--- config.mk ---
export PLATFORM = sky130hd
export DESIGN_NAME = moving_average_trigger_holdoff_flat
export DESIGN_NICKNAME = d
export VERILOG_FILES = /design/src/rtl/mat_pkg.sv /design/src/rtl/mat_if.sv /design/src/rtl/moving_average_trigger_holdoff.sv /design/src/flat_wrapper.sv
export SDC_FILE = /design/constraint.sdc
export NUM_CORES = 1
export LEC_CHECK = 0
export ABC_AREA = 1
export BUFFER_PORTS_ARGS = -buffer_cell sky130_fd_sc_hd__buf_2
export CORE_MARGIN = 2
export CORE_UTILIZATION = 48
export CTS_CLUSTER_SIZE = 20
export DETAILED_ROUTE_END_ITERATION = 7
export HOLD_SLACK_MARGIN = 0.03
export PLACE_DENSITY = 0.75
export SYNTH_ARGS = -nofsm -noshare
export SYNTH_HDL_FRONTEND = slang
export SYNTH_SLANG_ARGS = --single-unit
--- constraint.sdc ---
create_clock -name clk_i -period 10.5 [get_ports clk_i]
set_input_delay 2.1 -clock clk_i [delete_from_list [all_inputs] [get_ports clk_i]]
set_output_delay 2.1 -clock clk_i [all_outputs]
set_load 0.005 [all_outputs]
--- src/rtl/mat_pkg.sv ---
// Shared constants and types for the moving-average trigger block.
// No dependencies; compiled first.
`timescale 1ns / 1ps

package mat_pkg;

  localparam int unsigned SampleBits = 10;
  localparam int unsigned Window     = 5;

  localparam int unsigned ThreshW = 10;
  localparam int unsigned BaseW   = 16;
  localparam int unsigned HoldW   = 18;
  localparam int unsigned TimeW   = 32;
  localparam int unsigned CmpW    = (SampleBits > ThreshW) ? SampleBits : ThreshW;

  localparam int unsigned SumMax = Window * ((1 << SampleBits) - 1);
  localparam int unsigned SumW   = $clog2(SumMax + 1);
  localparam int unsigned SlotW  = (Window > 1) ? $clog2(Window) : 1;

  localparam int unsigned DivShift = SumW + $clog2(Window);
  localparam int unsigned DivMul   = ((1 << DivShift) + Window - 1) / Window;
  localparam int unsigned DivMulW  = DivShift + 1;
  localparam int unsigned ProdW    = SumW + DivMulW;

  localparam int unsigned Band2 = 2 * Window * Window;
  localparam int unsigned Band3 = 3 * Window * Window;
  localparam int unsigned Band4 = 4 * Window * Window;

  localparam logic [ThreshW-1:0] ThreshReset  = ThreshW'(1);
  localparam logic [BaseW-1:0]   BaseReset    = BaseW'(1500);

  localparam int unsigned CfgIdxW  = 8;
  localparam int unsigned CfgDataW = 16;

  typedef enum logic [CfgIdxW-1:0] {
    CFG_THRESHOLD    = CfgIdxW'(0),
    CFG_BASE_HOLDOFF = CfgIdxW'(1)
  } cfg_reg_e;

endpackage

--- src/rtl/mat_if.sv ---
// Valid/ready channel interfaces for sample items, result items and register writes.
// Depends on mat_pkg.
`timescale 1ns / 1ps

interface mat_in_if;
  logic                            valid;
  logic                            ready;
  logic [mat_pkg::SampleBits-1:0]  sample;
  logic [mat_pkg::TimeW-1:0]       now_ms;

  modport source (output valid, sample, now_ms, input ready);
  modport sink   (input valid, sample, now_ms, output ready);
endinterface

interface mat_out_if;
  logic                            valid;
  logic                            ready;
  logic [mat_pkg::SampleBits-1:0]  level;
  logic                            trigger;

  modport source (output valid, level, trigger, input ready);
  modport sink   (input valid, level, trigger, output ready);
endinterface

interface mat_cfg_if;
  logic                           valid;
  logic                           ready;
  logic [mat_pkg::CfgIdxW-1:0]    index;
  logic [mat_pkg::CfgDataW-1:0]   data;

  modport source (output valid, index, data, input ready);
  modport sink   (input valid, index, data, output ready);
endinterface

--- src/rtl/moving_average_trigger_holdoff.sv ---
// Moving-average threshold detector with strength-scaled trigger hold-off.
// Depends on mat_pkg and the channel interfaces in mat_if.
`timescale 1ns / 1ps

// Usage:
//   in_i  : one item per sensor sample (sample, now_ms).
//   out_o : one item per input item (level, trigger), in input order.
//   cfg_i : register writes (index 0 threshold, 1 base hold-off in ms),
//           always ready; write only while the block is idle.
// Pipeline: an accepted item is captured in an input register; once the result
// register is free or being taken, the averaging ring, running sum and hold-off
// state are updated and the result register is loaded, and the result is offered
// from there until out_o takes it.
// Throughput: one item per cycle while out_o does not stall; the whole update is
// one pass of logic between the input register and the result register.
// Stall: while the result register waits on out_o.ready the input register
// holds, and in_i.ready drops only once both registers are full.
// Reset: clears the ring, running sum, slot pointer and last trigger time,
// sets the hold-off to 1500 ms, threshold to 1 and base hold-off to 1500.
module moving_average_trigger_holdoff (
  input  logic  clk_i,
  input  logic  rst_ni,
  mat_in_if.sink    in_i,
  mat_out_if.source out_o,
  mat_cfg_if.sink   cfg_i
);

  logic [mat_pkg::ThreshW-1:0]    thresh_q;
  logic [mat_pkg::BaseW-1:0]      base_q;

  logic                           s1_valid_q, s1_valid_d;
  logic [mat_pkg::SampleBits-1:0] s1_sample_q;
  logic [mat_pkg::TimeW-1:0]      s1_now_q;

  logic                           out_valid_q, out_valid_d;
  logic [mat_pkg::SampleBits-1:0] out_level_q;
  logic                           out_trig_q;

  logic [mat_pkg::SampleBits-1:0] ring_q [mat_pkg::Window];
  logic [mat_pkg::SumW-1:0]       sum_q, sum_d;
  logic [mat_pkg::SlotW-1:0]      slot_q, slot_d;
  logic [mat_pkg::TimeW-1:0]      last_q;
  logic [mat_pkg::HoldW-1:0]      hold_q, hold_d;

  logic                           in_acc;
  logic                           advance;
  logic [mat_pkg::ProdW-1:0]      prod;
  logic [mat_pkg::SampleBits-1:0] level;
  logic [mat_pkg::TimeW-1:0]      elapsed;
  logic                           fire;
  logic [mat_pkg::HoldW-1:0]      base_x1, base_x2, base_x3;

  assign advance     = s1_valid_q && (!out_valid_q || out_o.ready);
  assign in_i.ready  = !s1_valid_q || advance;
  assign in_acc      = in_i.valid && in_i.ready;
  assign cfg_i.ready = 1'b1;

  assign out_o.valid   = out_valid_q;
  assign out_o.level   = out_level_q;
  assign out_o.trigger = out_trig_q;

  always_comb begin
    sum_d   = sum_q - mat_pkg::SumW'(ring_q[slot_q]) + mat_pkg::SumW'(s1_sample_q);
    prod    = mat_pkg::ProdW'(sum_d) * mat_pkg::ProdW'(mat_pkg::DivMul);
    level   = mat_pkg::SampleBits'(prod >> mat_pkg::DivShift);
    elapsed = s1_now_q - last_q;
    fire    = (mat_pkg::CmpW'(level) >= mat_pkg::CmpW'(thresh_q)) &&
              (elapsed > mat_pkg::TimeW'(hold_q));

    base_x1 = mat_pkg::HoldW'(base_q);
    base_x2 = base_x1 << 1;
    base_x3 = base_x1 + base_x2;
    priority if (sum_d >= mat_pkg::SumW'(mat_pkg::Band4)) begin
      hold_d = base_x2;
    end else if (sum_d >= mat_pkg::SumW'(mat_pkg::Band3)) begin
      hold_d = base_x3;
    end else if (sum_d >= mat_pkg::SumW'(mat_pkg::Band2)) begin
      hold_d = base_x2;
    end else begin
      hold_d = base_x1;
    end

    if (slot_q == mat_pkg::SlotW'(mat_pkg::Window - 1)) begin
      slot_d = '0;
    end else begin
      slot_d = slot_q + mat_pkg::SlotW'(1);
    end

    if (in_acc) begin
      s1_valid_d = 1'b1;
    end else if (advance) begin
      s1_valid_d = 1'b0;
    end else begin
      s1_valid_d = s1_valid_q;
    end

    if (advance) begin
      out_valid_d = 1'b1;
    end else if (out_o.ready) begin
      out_valid_d = 1'b0;
    end else begin
      out_valid_d = out_valid_q;
    end
  end

  always_ff @(posedge clk_i or negedge rst_ni) begin
    if (!rst_ni) begin
      thresh_q <= mat_pkg::ThreshReset;
      base_q   <= mat_pkg::BaseReset;
    end else if (cfg_i.valid) begin
      unique case (cfg_i.index)
        mat_pkg::CFG_THRESHOLD:    thresh_q <= cfg_i.data[mat_pkg::ThreshW-1:0];
        mat_pkg::CFG_BASE_HOLDOFF: base_q   <= cfg_i.data[mat_pkg::BaseW-1:0];
        default: ;
      endcase
    end
  end

  always_ff @(posedge clk_i or negedge rst_ni) begin
    if (!rst_ni) begin
      s1_valid_q  <= 1'b0;
      out_valid_q <= 1'b0;
      sum_q       <= '0;
      slot_q      <= '0;
      last_q      <= '0;
      hold_q      <= mat_pkg::HoldW'(mat_pkg::BaseReset);
      for (int i = 0; i < mat_pkg::Window; i++) begin
        ring_q[i] <= '0;
      end
    end else begin
      s1_valid_q  <= s1_valid_d;
      out_valid_q <= out_valid_d;
      if (advance) begin
        ring_q[slot_q] <= s1_sample_q;
        sum_q          <= sum_d;
        slot_q         <= slot_d;
        if (fire) begin
          last_q <= s1_now_q;
          hold_q <= hold_d;
        end
      end
    end
  end

  always_ff @(posedge clk_i) begin
    if (in_acc) begin
      s1_sample_q <= in_i.sample;
      s1_now_q    <= in_i.now_ms;
    end
    if (advance) begin
      out_level_q <= level;
      out_trig_q  <= fire;
    end
  end

  a_slot_range: assert property (@(posedge clk_i) disable iff (!rst_ni)
    slot_q <= mat_pkg::SlotW'(mat_pkg::Window - 1))
    else $error("ring slot pointer out of range");

  a_sum_bound: assert property (@(posedge clk_i) disable iff (!rst_ni)
    sum_q <= mat_pkg::SumW'(mat_pkg::SumMax))
    else $error("running sum above window maximum");

  a_fire_records: assert property (@(posedge clk_i) disable iff (!rst_ni)
    advance && fire |=> last_q == $past(s1_now_q))
    else $error("trigger time not recorded");

  a_full_stall: assert property (@(posedge clk_i) disable iff (!rst_ni)
    s1_valid_q && out_valid_q && !out_o.ready |-> !in_i.ready)
    else $error("input taken while both registers are full");

endmodule
--- src/flat_wrapper.sv ---
// flat-port wrapper written by rule: the top's interface ports become plain ports
module moving_average_trigger_holdoff_flat 
  (clk_i, rst_ni, in_i_valid, in_i_sample, in_i_now_ms, in_i_ready, out_o_valid, out_o_level, out_o_trigger, out_o_ready, cfg_i_valid, cfg_i_index, cfg_i_data, cfg_i_ready);
  mat_in_if in_i_i ();
  mat_out_if out_o_i ();
  mat_cfg_if cfg_i_i ();
  input  logic clk_i;
  input  logic rst_ni;
  input wire logic [$bits(in_i_i.valid)-1:0] in_i_valid;
  input wire logic [$bits(in_i_i.sample)-1:0] in_i_sample;
  input wire logic [$bits(in_i_i.now_ms)-1:0] in_i_now_ms;
  output wire logic [$bits(in_i_i.ready)-1:0] in_i_ready;
  output wire logic [$bits(out_o_i.valid)-1:0] out_o_valid;
  output wire logic [$bits(out_o_i.level)-1:0] out_o_level;
  output wire logic [$bits(out_o_i.trigger)-1:0] out_o_trigger;
  input wire logic [$bits(out_o_i.ready)-1:0] out_o_ready;
  input wire logic [$bits(cfg_i_i.valid)-1:0] cfg_i_valid;
  input wire logic [$bits(cfg_i_i.index)-1:0] cfg_i_index;
  input wire logic [$bits(cfg_i_i.data)-1:0] cfg_i_data;
  output wire logic [$bits(cfg_i_i.ready)-1:0] cfg_i_ready;
  assign in_i_i.valid = in_i_valid;
  assign in_i_i.sample = in_i_sample;
  assign in_i_i.now_ms = in_i_now_ms;
  assign in_i_ready = in_i_i.ready;
  assign out_o_valid = out_o_i.valid;
  assign out_o_level = out_o_i.level;
  assign out_o_trigger = out_o_i.trigger;
  assign out_o_i.ready = out_o_ready;
  assign cfg_i_i.valid = cfg_i_valid;
  assign cfg_i_i.index = cfg_i_index;
  assign cfg_i_i.data = cfg_i_data;
  assign cfg_i_ready = cfg_i_i.ready;
  moving_average_trigger_holdoff u_core (.clk_i(clk_i), .rst_ni(rst_ni), .in_i(in_i_i), .out_o(out_o_i), .cfg_i(cfg_i_i));
endmodule
# [After elaboration in Yosys (flattened, before gate mapping)]
# Cells that the tools add are included.
[word_totals] reg_bits=197 in_bits=71 out_inout_bits=14 wordCells=61
[op_classes] addsub=5 multipliers=1 n_lt_le_gt_ge=7 n_eq_ne=2 mux=14 bitwise_logic=1 reduce_logical=14
[op_table] cell="$bwmux 50" count=1
[op_table] cell="$mux 18" count=2
[op_table] cell="$gt 32x18->1" count=1
[op_table] cell="$sub 32x32->32" count=1
[op_table] cell="$bmux 10 s3" count=1
[op_table] cell="$demux 10 s3" count=1
[op_table] cell="$mux 10" count=3
[op_table] cell="$ge 13x7->1 const B" count=2
[op_table] cell="$mul 13x12->24 const B" count=1
[op_table] cell="$add 16x17->18" count=1
[op_table] cell="$mux 17" count=1
[op_table] cell="$add 13x10->13" count=1
[op_table] cell="$ge 13x6->1 const B" count=1
[op_table] cell="$sub 13x10->13" count=1
[op_table] cell="$ge 10x10->1" count=1
[op_table] cell="$eq 8x1->1 const B" count=1
[op_table] cell="$logic_not 8->1" count=1
[op_table] cell="$reduce_and 2->1" count=3
[op_table] cell="$ge 4x4->1 const B" count=1
[op_table] cell="$logic_and 1x1->1" count=4
[op_table] cell="$lt 4x1->1 const B" count=1
[op_table] cell="$mux 1" count=4
[op_table] cell="$not 3->4" count=1
[op_table] cell="$reduce_bool 2->1" count=2
[op_table] cell="5 further kinds" count=7

# [Logic depth before layout (Yosys ltp)]
[depth] depth_word=10 ltp_mapped=51 mapped_depth_nobuf=48

# [Worst setup path after synthesis]
# OpenSTA, ideal clock, no wires.
[synth_path] path_kind="flip-flop to flip-flop" startpoint="register u_core.slot_q[2] (netlist name)" endpoint="register u_core.hold_q[17] (netlist name)" setup_ns=0.117 arrival_ns=8.353 t_required_ns=10.383 path_slack_ns=2.030 path_stages_with_launch=42 path_buffers=2 synth_period_minus_slack_ns=8.470 path_cell_list="dfrtp_1 -> clkbuf_1 -> nor3_1 -> a22oi_1 -> nand4_1 -> fa_1 -> fa_1 -> inv_1 -> nand3_1 -> nand2_1 -> nand2_1 -> nand2_1 -> inv_1 -> ha_1 -> inv_1 -> fa_1 -> inv_1 -> fa_1 -> [... 6 more ...] -> nor4_1 -> a21oi_1 -> o21bai_1 -> nand3_1 -> nand2_1 -> nand2_1 -> nand2_1 -> xor2_1 -> ha_1 -> nand2_1 -> nor2_1 -> o211ai_1 -> o2111ai_1 -> a31oi_1 -> clkinv_1 -> clkbuf_1 -> nand4_1 -> nand2_1"
[synth_via] elab_chain_len=10 elab_cells_between_ends=14 classes_between="2 x add/sub; 1 x mul; 3 x order compare; 5 x mux; 1 x bitwise; 2 x reduce/logical"
[synth_rtl] item="from (decl)" line="moving_average_trigger_holdoff.sv:41" rtl="logic [mat_pkg::SlotW-1:0] slot_q, slot_d;"
[synth_rtl] item="from (signal assigned)" line="moving_average_trigger_holdoff.sv:136" rtl="slot_q <= slot_d;"
[synth_rtl] item="$not 3->4 (not written as such)" line="moving_average_trigger_holdoff.sv:63" rtl="sum_d = sum_q - mat_pkg::SumW'(ring_q[slot_q]) + mat_pkg::SumW'(s1_sample_q);"
[synth_rtl] item="$bmux 10 s3" line="moving_average_trigger_holdoff.sv:63"
[synth_rtl] item="$mux 10 (not written as such) (2 in series)" line="moving_average_trigger_holdoff.sv:63"
[synth_rtl] item="$sub 13x10->13" line="moving_average_trigger_holdoff.sv:63"
[synth_rtl] item="$add 13x10->13" line="moving_average_trigger_holdoff.sv:63"
[synth_rtl] item="named net u_core.sum_d (one bit)" line="moving_average_trigger_holdoff.sv:40" rtl="logic [mat_pkg::SumW-1:0] sum_q, sum_d;"
[synth_rtl] item="$mul 13x12->24" line="moving_average_trigger_holdoff.sv:64" rtl="prod = mat_pkg::ProdW'(sum_d) * mat_pkg::ProdW'(mat_pkg::DivMul);"
[synth_rtl] item="named net u_core.level (one bit)" line="moving_average_trigger_holdoff.sv:48" rtl="logic [mat_pkg::SampleBits-1:0] level;"
[synth_rtl] item="$ge 10x10->1" line="moving_average_trigger_holdoff.sv:67" rtl="fire = (mat_pkg::CmpW'(level) >= mat_pkg::CmpW'(thresh_q)) &&"
[synth_rtl] item="$logic_and 1x1->1" line="moving_average_trigger_holdoff.sv:67"
[synth_rtl] item="$reduce_and 2->1 (no source line)"
[synth_rtl] item="to (signal assigned)" line="moving_average_trigger_holdoff.sv:126" rtl="hold_q <= mat_pkg::HoldW'(mat_pkg::BaseReset);"
[synth_rtl] item="to (signal assigned)" line="moving_average_trigger_holdoff.sv:139" rtl="hold_q <= hold_d;"
[synth_rtl] item="to (decl)" line="moving_average_trigger_holdoff.sv:43" rtl="logic [mat_pkg::HoldW-1:0] hold_q, hold_d;"
# The timed path passes the listed nets, and every way through them passes these cells. The select of a mux whose other input is x is not followed.
# A chain may end at the register's enable or synchronous reset.

# [Worst setup path in the final report]
[layout_path] startpoint="register u_core.slot_q[2] (netlist name)" endpoint="register u_core.hold_q[8] (netlist name)"
[layout_via] elab_chain_len=10 elab_cells_between_ends=16 classes_between="2 x add/sub; 1 x mul; 4 x order compare; 6 x mux; 1 x bitwise; 2 x reduce/logical"
[layout_rtl] item="$not 3->4 (not written as such)" line="moving_average_trigger_holdoff.sv:63"
[layout_rtl] item="$bmux 10 s3" line="moving_average_trigger_holdoff.sv:63"
[layout_rtl] item="$mux 10 (not written as such) (2 in series)" line="moving_average_trigger_holdoff.sv:63"
[layout_rtl] item="$sub 13x10->13" line="moving_average_trigger_holdoff.sv:63"
[layout_rtl] item="$add 13x10->13" line="moving_average_trigger_holdoff.sv:63"
[layout_rtl] item="$mul 13x12->24" line="moving_average_trigger_holdoff.sv:64"
[layout_rtl] item="named net u_core.level (one bit)" line="moving_average_trigger_holdoff.sv:48"
[layout_rtl] item="$ge 10x10->1" line="moving_average_trigger_holdoff.sv:67"
[layout_rtl] item="$logic_and 1x1->1" line="moving_average_trigger_holdoff.sv:67"
[layout_rtl] item="$reduce_and 2->1 (no source line)"
# The timed path passes the listed nets, and every way through them passes these cells. The select of a mux whose other input is x is not followed.

==> run_results.csv <==
group,metric,value,unit
die,die_y,187,um
logic_synthesis,syn_nets,2431,
clocking,clk_pin_slew,80,ps
setup_path,crit_required,10900,ps
route,totalWireLength,37.3,mm
die,rows,67,
timing,whs,474,ps
die,pin_count,85,
timing,hold_viol,0,
flow_run,cap_violations,0,
clocking,clock_path_buffers,2,
timing,final.setup.tns,0,ps
placed_design,gp_congestion,0.928,
placed_design,port_buffers,83,
route,drt_iter0_drc,893,
route,drtPass1Iterations,5,
finish,insertedDiodeCount,0,
setup_path,crit_top_cell,"nand2_1",
global_route,grt_overflow_total,0,
logic_synthesis,ys_ff_latch,197,
logic_synthesis,synth_area,16100,um2
timing,fin_crit_sh,92.7,%
setup_path,path_max_fanout,50,
timing,rsz0062_at_grt,"false",
setup_path,r2r_start,"u_core.slot_q[2]$_DFFE_PN0P_",
setup_path,critPathSlowestCell,"fa_1",
finish,syn_to_final_growth,9.10,%
global_route,grt_start_max_net_pins,75,
clocking,cts_made_buffers,17,
clocking,clk_latency,460,ps
worst_hold_path,hold_class,"reg2reg",
die,die-area,35000,um2
clocking,postCtsHoldBufs,0,
route,drc,0,
timing,setup_viol,0,
timing,final_max_slew_viol_count,0,
status,status,"finished clean",
setup_path,crit_arrival,10130,ps
setup_path,worst-path-buf-inv,7,
setup_path,cp-startpoint,"u_core.slot_q[2]$_DFFE_PN0P_",
setup_path,cp_top_family,"adder cells",
setup_path,endpoint_kind,"flop",
setup_path,path_class,"reg2reg",
timing,finClkSkew,12.5,ps
placed_design,hpwl,28.7,mm
timing,fmax,0.103,GHz
die,die_w,187,um
route,num_vias,13500,
setup_path,max_stage_delay,550,ps
clocking,cts_sinks,197,
timing,relSlewSlack,25.3,%
logic_synthesis,netlist_instances,2110,
setup_path,start_kind,"flop",
clocking,postCtsSetupBuffers,0,
finish,nets,2495,
logic_synthesis,seq_area_frac_synth,32.4,%
route,drt-wirelength-per-cell,14.1,um
global_route,grt_pass1_vias,13100,
finish,drive_gt1_share,7.54,%
clocking,tritoncts,"yes",
worst_hold_path,hp-start,"u_core.hold_q[10]$_DFFE_PN1P_",
global_route,antenna_found_initial,0,
timing,worstMarginPinSlew,1120,ps
finish,fillers,3143,
global_route,track_usage,21.7,%
timing,finalCriticalPeriod,9730,ps
logic_synthesis,ys_warn_count,0,
route,antenna_left,0,
logic_synthesis,avgSynthCellArea,7.62,um2
clocking,htree_levels,4,
die,coreArea,33300,um2
clocking,cts_resized,0,
route,avgViaCountPerCell,5.12,
global_route,grt_pass1_wl,62.2,mm
logic_synthesis,ys_types,43,
clocking,cts-root-buf,"clkbuf_16",
die,start_util,48.3,%
finish,stdcell_area,17500,um2
placed_design,placed_area,16900,um2
area by class of cell:
type / instances / area (um2) / share of cell area (%)
Sequential cell: 197 / 5210 / 29.7
Multi-Input combinational cell: 1470 / 9170 / 52.3
Timing Repair Buffer: 91 / 482 / 2.75
Clock buffer: 17 / 425 / 2.43
Inverter: 397 / 1490 / 8.50
Tap cell: 448 / 561 / 3.20
Clock inverter: 15 / 193 / 1.10
path summary, 6_finish.rpt:
check / end / depth (start not counted) / slack, ps
max: u_core.hold_q[8]$_DFFE_PN1P_ / 42 / 770
min: u_core.hold_q[10]$_DFFE_PN1P_ / 2 / 470
max reg2reg: u_core.hold_q[8]$_DFFE_PN1P_ / 42 / 770
min reg2reg: u_core.hold_q[10]$_DFFE_PN1P_ / 2 / 470
max in group asynchronous: u_core.ring_q[3]$_DFFE_PN0P_ / 2 / 7440
min in group asynchronous: u_core.last_q[18]$_DFFE_PN0P_ / 1 / 1640
Yosys cell counts, drive strengths merged:
| cell | n | share of area [%] |
|---|---|---|
| a22oi | 10 | 0.47 |
| a31oi | 3 | 0.12 |
| nand3 | 103 | 3.3 |
| o2111ai | 1 | 0.054 |
| clkbuf | 29 | 0.68 |
| o21ai | 106 | 3.3 |
| ha | 197 | 15 |
| a31o | 1 | 0.054 |
| or4 | 1 | 0.047 |
| or2 | 4 | 0.16 |
| inv | 396 | 9.2 |
| clkinv | 1 | 0.023 |
| nand2 | 605 | 14 |
| dfrtp | 129 | 20 |
| xnor2 | 8 | 0.44 |
| o21a | 1 | 0.047 |
| a21oi | 96 | 3.0 |
| o211ai | 3 | 0.14 |
| nor3 | 8 | 0.25 |
| nor4 | 4 | 0.16 |
| dfstp | 15 | 2.5 |
| buf | 17 | 0.75 |
| nor2 | 140 | 3.3 |
| conb | 1 | 0.023 |
| a21o | 4 | 0.19 |
| xor2 | 39 | 2.1 |
| nand3b | 10 | 0.47 |
| edfxtp | 53 | 9.9 |
| o21bai | 12 | 0.63 |
| fa | 53 | 6.6 |
| a21boi | 3 | 0.14 |
| mux2 | 1 | 0.070 |
| nand4 | 56 | 2.2 |
logic make-up (layout without fill, tap and decap cells):
family,after synthesis,count (layout),share of synthesized area (%)
flip-flops,197,197,32.4
AO/OA/AOI/OAI,240,240,8.13
multiplexers,1,1,0.0700
XOR/XNOR,47,47,2.56
buffers and inverters,443,520,10.7
adder cells (fa/ha/maj),250,250,21.9
other,1,1,0.0233
AND/OR/NAND/NOR,931,931,24.2
worst reg2reg max path, delay by kind of cell, from the launching register on:
kind / cells / cell delay (ps)
fa+ha+maj: 9 / 3840
flops: 1 / 510
buf+inv: 7 / 950
xor+xnor: 1 / 240
simple gates: 17 / 2670
compound gates: 8 / 1470
routing by layer:
metal / routed length, um / share of wire (%) / GRT usage, %
met5: 0 / 0 / 0
met4: 769 / 2.1 / 6.99
met1: 17000 / 46 / 27.9
met3: 1000 / 2.7 / 2.51
met2: 18500 / 50 / 38.1
flip-flops by register name, summed over array words and instances, names as in the netlist:
name                  flops
u_core.slot_q             3
u_core.sum_q             13
u_core.s1_now_q          32
u_core.s1_sample_q       10
u_core.hold_q            18
u_core.ring_q            50
u_core.out_o.valid        1
u_core.out_o.trigger      1
u_core.out_o.level       10
u_core.base_q            16
u_core.last_q            32
u_core.thresh_q          10
u_core.s1_valid_q         1
per-stage QoR:
| stage | std cells | setup slack (ps) | util [%] |
|---|---|---|---|
| after floorplan | 2110 | 2030 | - |
| after global placement | 2603 | 592 | 50.8 |
| after detailed placement | 2603 | 182 | 50.8 |
| after CTS | 2635 | 120 | 52.6 |
| after global routing | 2635 | 32.1 | 52.7 |
| final | 2635 | 771 | 52.7 |
layout by cell type (no fill, tap or decap), drive strengths merged, types with 4 or more instances in the layout:
master  synthesis  routed
nand2         605     605
inv           396     402
ha            197     197
nor2          140     140
dfrtp         129     129
o21ai         106     106
nand3         103     103
a21oi          96      96
buf            17      91
nand4          56      56
fa             53      53
edfxtp         53      53
xor2           39      39
clkbuf         29      17
dfstp          15      15
o21bai         12      12
a22oi          10      10
nand3b         10      10
xnor2           8       8
nor3            8       8
clkinv          1       7
or2             4       4
a21o            4       4
nor4            4       4
Power is left out: the tool's default activity adds up to more than one toggle a clock period on the data nets, which glitch-free logic cannot reach.
